`config.mk`:
```
export PLATFORM = sky130hd
export DESIGN_NAME = prqa_prep
export DESIGN_NICKNAME = d
export VERILOG_FILES = /design/src/assert_macros.svh /design/src/prqa_pkg.sv /design/src/prqa_prep.sv
export SDC_FILE = /design/constraint.sdc
export NUM_CORES = 2
export LEC_CHECK = 0
export BUFFER_PORTS_ARGS = -buffer_cell sky130_fd_sc_hd__buf_2
export CAP_MARGIN = 20
export CORE_ASPECT_RATIO = 0.5
export CORE_UTILIZATION = 50
export CTS_CLUSTER_SIZE = 24
export DETAILED_ROUTE_END_ITERATION = 12
export PLACE_DENSITY_LB_ADDON = 0.15
export RECOVER_POWER = 100
export REMOVE_ABC_BUFFERS = 1
export SLEW_MARGIN = 0
export SYNTH_ARGS = -nofsm -noshare
export SYNTH_HDL_FRONTEND = slang
export SYNTH_SLANG_ARGS = --single-unit
```
`constraint.sdc`:
```
create_clock -name clock -period 14.15 [get_ports clock]
set_input_delay 0 -clock clock [delete_from_list [all_inputs] [get_ports clock]]
set_output_delay 0 -clock clock [all_outputs]
set_load 0.01 [all_outputs]
```
`src/assert_macros.svh`:
```
// Assertion macros for the RTL files.
// Depends on nothing; included by the top level, which checks its own logic.
`ifndef ASSERT_MACROS_SVH
`define ASSERT_MACROS_SVH

// Same-cycle implication
`define ASSERT_IMPL(lbl, clk, rst, ante, cons) \
   lbl: assert property (@(posedge clk) disable iff (rst) (ante) |-> (cons)) \
      else $error("assertion lbl failed");

// Next-cycle implication
`define ASSERT_NEXT(lbl, clk, rst, ante, cons) \
   lbl: assert property (@(posedge clk) disable iff (rst) (ante) |=> (cons)) \
      else $error("assertion lbl failed");

`endif

```
`src/prqa_pkg.sv`:
```
// Shared types and constants for the progression range add / point query block.
// No dependencies.
`timescale 1ns / 1ps
package prqa_pkg;
   localparam int POS_W = 11;
   localparam int VAL_W = 32;
   localparam int SUM_W = 64;
   localparam int IDX_W = 12;    // update points reach range_end + 2
   localparam int SLOTS = 3;

   localparam logic [1:0] CMD_LOAD  = 2'd0;
   localparam logic [1:0] CMD_PROG  = 2'd1;
   localparam logic [1:0] CMD_QUERY = 2'd2;
   localparam logic [1:0] CMD_SPARE = 2'd3;

   localparam logic [POS_W-1:0] COUNT_RESET = 11'd1024;

   // Up to three Fenwick updates on the pair of trees, or one query
   typedef struct packed {
      logic                              query;
      logic [POS_W-1:0]                  qpos;
      logic [SLOTS-1:0]                  en;
      logic [SLOTS-1:0][IDX_W-1:0]       idx;
      logic [SLOTS-1:0][SUM_W-1:0]       d1;
      logic [SLOTS-1:0][SUM_W-1:0]       d2;
   } plan_type;
endpackage

```
`src/prqa_prep.sv`:
```
// Item decode: range checks and Fenwick update deltas, registered into a plan.
// Depends on prqa_pkg; holds the last loaded value.
`timescale 1ns / 1ps
module prqa_prep #(
   parameter int MAX_ELEMENTS = 1024
) (
   input  logic                              clock,
   input  logic                              reset,
   input  logic                              start,
   input  logic [1:0]                        cmd,
   input  logic [prqa_pkg::POS_W-1:0]        position,
   input  logic [prqa_pkg::POS_W-1:0]        range_end,
   input  logic signed [prqa_pkg::VAL_W-1:0] load_value,
   input  logic [prqa_pkg::POS_W-1:0]        count,
   output prqa_pkg::plan_type                plan_ff
);
   localparam int CW   = $clog2(MAX_ELEMENTS + 1);
   localparam int CMPW = (CW > prqa_pkg::IDX_W) ? CW : prqa_pkg::IDX_W;
   localparam logic [CMPW-1:0] MAX_C = CMPW'(MAX_ELEMENTS);
   localparam int SW = prqa_pkg::SUM_W;
   localparam int PW = 2 * prqa_pkg::IDX_W;

   logic [prqa_pkg::VAL_W-1:0] prev_ff, prev_in;
   prqa_pkg::plan_type         plan_in;
   logic [prqa_pkg::POS_W-1:0] n;
   logic [prqa_pkg::IDX_W-1:0] p12, e12, n12, pm1, len, len1, r1, r2;
   logic [SW-1:0]              now_v, before_v, v, prod_a, prod_b;
   logic [PW-1:0]              small_a, small_b;
   logic                       load_ok, prog_ok;

   always_comb begin
      if (count == '0) begin
         n = prqa_pkg::POS_W'(1);
      end else if (CMPW'(count) > MAX_C) begin
         n = MAX_C[prqa_pkg::POS_W-1:0];
      end else begin
         n = count;
      end
      p12  = {1'b0, position};
      e12  = {1'b0, range_end};
      n12  = {1'b0, n};
      pm1  = p12 - 1'b1;
      len  = e12 - p12 + 1'b1;
      len1 = len + 1'b1;
      r1   = e12 + 1'b1;
      r2   = e12 + 2'd2;

      now_v    = {{(SW - prqa_pkg::VAL_W){load_value[prqa_pkg::VAL_W-1]}}, load_value};
      before_v = {{(SW - prqa_pkg::VAL_W){prev_ff[prqa_pkg::VAL_W-1]}}, prev_ff};
      v        = now_v - before_v;
      prod_a   = v * SW'(pm1);
      prod_b   = v * SW'(p12);
      small_a  = e12 * len1;
      small_b  = len * r1;

      load_ok = (position != '0) && (p12 <= n12);
      prog_ok = (position != '0) && (position <= range_end) && (e12 <= n12);

      plan_in       = '0;
      plan_in.query = (cmd == prqa_pkg::CMD_QUERY);
      plan_in.qpos  = (p12 > n12) ? n : position;
      prev_in       = prev_ff;

      case (cmd)
         prqa_pkg::CMD_LOAD: begin
            if (load_ok) begin
               plan_in.en     = 3'b011;
               plan_in.idx[0] = p12;
               plan_in.d1[0]  = v;
               plan_in.d2[0]  = prod_a;
               plan_in.idx[1] = p12 + 1'b1;
               plan_in.d1[1]  = SW'(0) - v;
               plan_in.d2[1]  = SW'(0) - prod_b;
               prev_in        = load_value;
            end
         end
         prqa_pkg::CMD_PROG: begin
            if (prog_ok) begin
               plan_in.idx[0] = p12;
               plan_in.d1[0]  = SW'(1);
               plan_in.d2[0]  = SW'(pm1);
               plan_in.idx[1] = r1;
               if (e12 < n12) begin
                  // range end plus point subtract of len at R+1
                  plan_in.en     = 3'b111;
                  plan_in.d1[1]  = SW'(0) - SW'(len1);
                  plan_in.d2[1]  = SW'(0) - SW'(small_a);
                  plan_in.idx[2] = r2;
                  plan_in.d1[2]  = SW'(len);
                  plan_in.d2[2]  = SW'(small_b);
               end else begin
                  plan_in.en     = 3'b011;
                  plan_in.d1[1]  = SW'(0) - SW'(1);
                  plan_in.d2[1]  = SW'(0) - SW'(e12);
               end
            end
         end
         default: begin
         end
      endcase
   end

   always_ff @(posedge clock) begin
      if (reset) begin
         prev_ff <= '0;
      end else if (start) begin
         prev_ff <= prev_in;
      end
      if (start) begin
         plan_ff <= plan_in;
      end
   end
endmodule

```
; Yosys cells after proc, flatten, opt, wreduce, memory -nomap -nowiden
; Cells that the tools add are included.
[op_classes]
order_cmp = 6
n_reduce_logical = 9
addsub = 13
n_mux = 18
n_mul = 4
n_eq_ne = 2
[op_table]
columns = operator, n
row1 = 128-bit case mux with 2 select lines, 2
row2 = 423-bit 2-to-1 mux, 1
row3 = 128-bit 2-to-1 mux, 2
row4 = 64-bit 2-to-1 mux, 2
row5 = 24-bit 2-to-1 mux, 2
row6 = 24-bit case mux with 2 select lines, 1
row7 = 33-bit by 13-bit multiplier with 46-bit output, 1
row8 = 1-bit by 45-bit subtractor with 46-bit output (first input constant), 1
row9 = 33-bit by 12-bit multiplier with 45-bit output, 1
row10 = 1-bit by 33-bit subtractor with 34-bit output (first input constant), 1
row11 = 11-bit <= comparator, 3
row12 = 11-bit 2-to-1 mux, 3
row13 = 32-bit by 32-bit subtractor with 33-bit output, 1
row14 = 11-bit by 1-bit adder with 12-bit output (second input constant), 2
row15 = 12-bit by 1-bit adder with 12-bit output (second input constant), 2
row16 = 12-bit by 12-bit multiplier with 24-bit output, 1
row17 = 12-bit 2-to-1 mux, 2
row18 = 1-bit by 23-bit subtractor with 24-bit output (first input constant), 1
row19 = 11-bit by 12-bit multiplier with 23-bit output, 1
row20 = 1-bit by 12-bit subtractor with 13-bit output (first input constant), 1
row21 = 11-bit by 2-bit adder with 12-bit output (second input constant), 1
row22 = 1-bit by 11-bit subtractor with 12-bit output (first input constant), 1
row23 = 11-bit by 1-bit subtractor with 12-bit output (second input constant), 1
row24 = 11-bit by 11-bit subtractor with 12-bit output, 1
row25 = 14 further kinds, 17
[word_totals]
inputBits = 70
wordCells = 67
output_inout_bits = 435
register_bits = 467

; Longest topological paths before layout
[depth]
word_depth = 8
ltp_mapped = 38
depth_no_buf = 37

; Worst setup path after synthesis
; No wires, ideal clock.
[synth_timing]
kind = input to register
startpoint = input position[2] (netlist name)
endpoint = register plan_ff[101] (netlist name), data pin
cell_stages = 36
required_ns = 13.878
setup_ns = 0.272
n_path_buf = 4
path_slack_ns = 5.443
arrival_ns = 8.435
path_cell_list = inv_1 > clkbuf_1 > ha_1 > ha_1 > a211oi_1 > nor4_1 > o32a_1 > maj3_1 > a21oi_1 > xnor2_1 > clkbuf_1 > nand3_1 > xnor2_1 > clkbuf_1 > nor2_1 > fa_1 > inv_1 > fa_1 > fa_1 > fa_1 > inv_1 > fa_1 > inv_1 > ha_1 > a21oi_1 > nor2b_1 > o21ai_0 > nand2b_1 > a31oi_1 > o221ai_1 > a21o_1 > a21oi_1 > xnor2_1 > o21bai_1 > clkbuf_1 > o21ai_0
[synth_rtl]
columns = element, line_no
row1 = "start, declared", prqa_prep.sv:11  ; input logic [prqa_pkg::POS_W-1:0] position,
row2 = "end signal, assigned", prqa_prep.sv:110  ; plan_ff <= plan_in;
row3 = "end, declared", prqa_prep.sv:15  ; output prqa_pkg::plan_type plan_ff

==> impl_metrics.csv <==
group,metric,value,unit
floorplan,ios,505,
placed_design,dp_hpwl,113,mm
finish,drive_gt1_share,4.56,%
synth,yosysSeqAreaShare,15.4,%
clock_network,htreeDepth,1,
clock_network,cts_repair_resize_count,0,
finish,nNetsFinal,7492,
critical_path,path_class,"in -> reg",
critical_path,crit_path_max_incr_delay,1.45,ns
floorplan,die_h,230,microns
floorplan,std_cell_rows,83,
min_path,min_to,"plan_ff[423]",
finish,area_growth,7.61,%
min_path,min_path_cells,5,
clock_network,clock_latency,0.65,ns
global_routing,grt_max_degree,131,
flow_run,cap_violations,9,
sta,fmax,86.1,MHz
route,wl_met2,72.7,mm
synth,synth_warnings,0,
critical_path,reg2reg_slack,4.32,ns
clock_network,cts-hold-fix-buffers,78,
outcome,violations,"max-capacitance violations, max-slew violations",
route,dr.max_layer_used,"met4",
critical_path,slowest_stage,"clkbuf_1",
critical_path,reg2regPathDepth,25,
route,drtIter0Drc,3002,
synth,synth-edff-count,244,
clock_network,cts_buffer_depth,3,
synth,yosys_register_bits,276,
floorplan,initial_core_util,50.5,%
route,wl_met1,59.0,mm
critical_path,start_kind,"input pin",
route,drc_errors,0,
critical_path,rr_startpoint,"prev_ff[2]",
clock_network,cts_made_buffers,27,
global_routing,grt.total_usage,28.4,%
synth,synth_top_cell_by_area,"fa_1",
floorplan,core-area,0.103,sq mm
global_routing,overflow,0,
route,num_vias,40900,
route,routed_wl,147,mm
min_path,min_from,"count[0]",
route,via_per_inst,5.47,
outcome,status,"complete, but fails checks",
synth,synth_area,0.0518,sq mm
clock_network,post_cts_buffers,0,
finish,fill_cells,9701,
critical_path,end_kind,"flip-flop",
critical_path,crit_arrival,11.95,ns
synth,synthDistinctLibCells,86,
sta,worst_pin_slew,6.84,ns
synth,syn_inst,5847,
route,wl_met3,10.5,mm
sta,finalSetupViolations,0,
synth,postSynthAreaPerCell,8.86,sq um
critical_path,r2r-end,"plan_ff[38]",
critical_path,critPathRequiredTime,14.49,ns
global_routing,grt_pass1_vias,42200,
placed_design,io_buffer_count,411,
synth,synth_common_cells,"inv_1, fa_1, nor2_1",
sta,rsz0062_at_grt,"no",
sta,relSlewSlack,-356,%
global_routing,antenna_found_initial,3,
sta,hold_violations,0,
synth,yosysMostFrequentCell,"inv_1",
synth,ys_top_cells_by_area,"fa_1, edfxtp_1, ha_1, inv_1, nor2_1",
sta,fin_setup_tns,0,ns
clock_network,cts-root-buf,"clkbuf_16",
synth,yosys.area.top_type_share,33.1,%
clock_network,clk_pin_slew,0.07,ns
route,firstDrtPassIters,6,
critical_path,path_common_cell,"fa_1",
route,post_drt_wl_per_cell,19.7,microns
global_routing,grt_pass1_wl,233,mm
sta,slew_violations,540,
sta,post-route-period-util,82.1,%
synth,synthFlopType,"edfxtp_1",
min_path,hp-class,"in -> reg",
synth,ys_async_sr_fraction,0,%
clock_network,clock_sinks,276,
route,ant_nets,0,
floorplan,die_area,0.105,sq mm
floorplan,die_width,457,microns
clock_network,cts_tree,"done",
critical_path,worstPathMaxFanout,46,
placed_design,place_congestion,0.917,
sta,skew,0.0342,ns
sta,fin_crit,11.61,ns
-- critical path: cells and delay by family --
family	cells	cell delay, ns
AOI/OAI and AO/OA	11	2.31
xor gates and xnor gates	1	0.09
adders and majority gates	8	4.43
buffers and inverters	9	4.34
and+or+nand+nor	4	0.72
-- cell families (layout without fill, tap and decap cells) --
kind of cell             Yosys count  after routing  share of synthesized area (%)
AND/OR/NAND/NOR                 1765           1765                           15.0
buffers and inverters           1544           1723                           12.6
adder cells (fa/ha/maj)         1325           1325                           44.4
AO/OA/AOI/OAI                    643            643                           7.65
XOR/XNOR                         278            278                           4.72
flip-flops                       276            276                           15.4
multiplexers                      15             15                          0.290
other                              1             96                        0.00724
-- placed cells by master (no fill, tap or decap), types with 19 or more instances in the layout --
cell type / Yosys / final
fa_1: 856 / 856
nand3_1: 75 / 74
clkbuf_1: 271 / 361
a31oi_1: 19 / 19
xnor2_1: 188 / 169
o22ai_1: 40 / 40
buf_4: 191 / 100
nor2b_1: 38 / 38
clkbuf_16: 0 / 27
nand2_1: 608 / 608
a21o_1: 76 / 76
and2_1: 83 / 74
buf_2: 1 / 66
o21a_1: 31 / 31
nor3_1: 56 / 56
a21oi_1: 215 / 215
o21ai_0: 145 / 146
ha_1: 468 / 468
nor2_1: 692 / 692
nand2b_1: 73 / 73
and3_1: 24 / 24
inv_1: 1059 / 1059
xor2_1: 89 / 80
dfxtp_1: 32 / 32
edfxtp_1: 244 / 244
nand4_1: 36 / 36
dlygate4sd3_1: 0 / 79
conb_1: 1 / 93
-- worst max path at each step --
stage,cells past startpoint,endpoint,from,slack (ns)
2_1_floorplan,32,plan_ff[100],position[0],4.71
3_3_place_gp,34,plan_ff[103],position[2],4.05
3_5_place_dp,34,plan_ff[88],position[2],3.93
4_1_cts,40,plan_ff[88],range_end[1],4.25
5_1_grt,37,plan_ff[98],position[0],1.93
6_report,33,plan_ff[88],position[0],2.54
-- routing by layer --
metal	GRT usage, %	vias to the layer above
met1	36.2	20800
met5	0	-
met2	49.3	1436
met3	4.64	279
met4	9.36	0
li1	-	18400
-- flip-flops by register name (all words and copies together), names as in the netlist --
register,cells
prev_ff,32
plan_ff,244
-- final cells by class --
type | instances | area [sq um] | share of cell area (%)
antenna | 3 | 7.51 | 0.0135
clock buffer | 33 | 698 | 1.25
clock inverter | 16 | 161 | 0.290
inverter | 1070 | 4020 | 7.21
multi-input combinational | 4119 | 37900 | 68.0
sequential | 276 | 7970 | 14.3
tap | 1360 | 1700 | 3.05
timing repair buffer | 604 | 3280 | 5.88
-- metrics by stage --
stage                     std cells  cell area [sq um]  hold slack, ns  utilization (%)  setup slack, ns
after global routing           7478              55700          0.0161             54.3             1.93
after floorplan                5465              49600          0.0691                -             4.71
final                          7481              55700          0.0548             54.3             2.54
after CTS                      7472              56200          0.0103             54.7             4.25
after global placement         7345              54500           0.269             53.1             4.05
after detailed placement       7345              54500           0.279             53.1             3.93
Power is left out: the tool's default activity adds up to more than one toggle a clock period on the data nets, which glitch-free logic cannot reach.
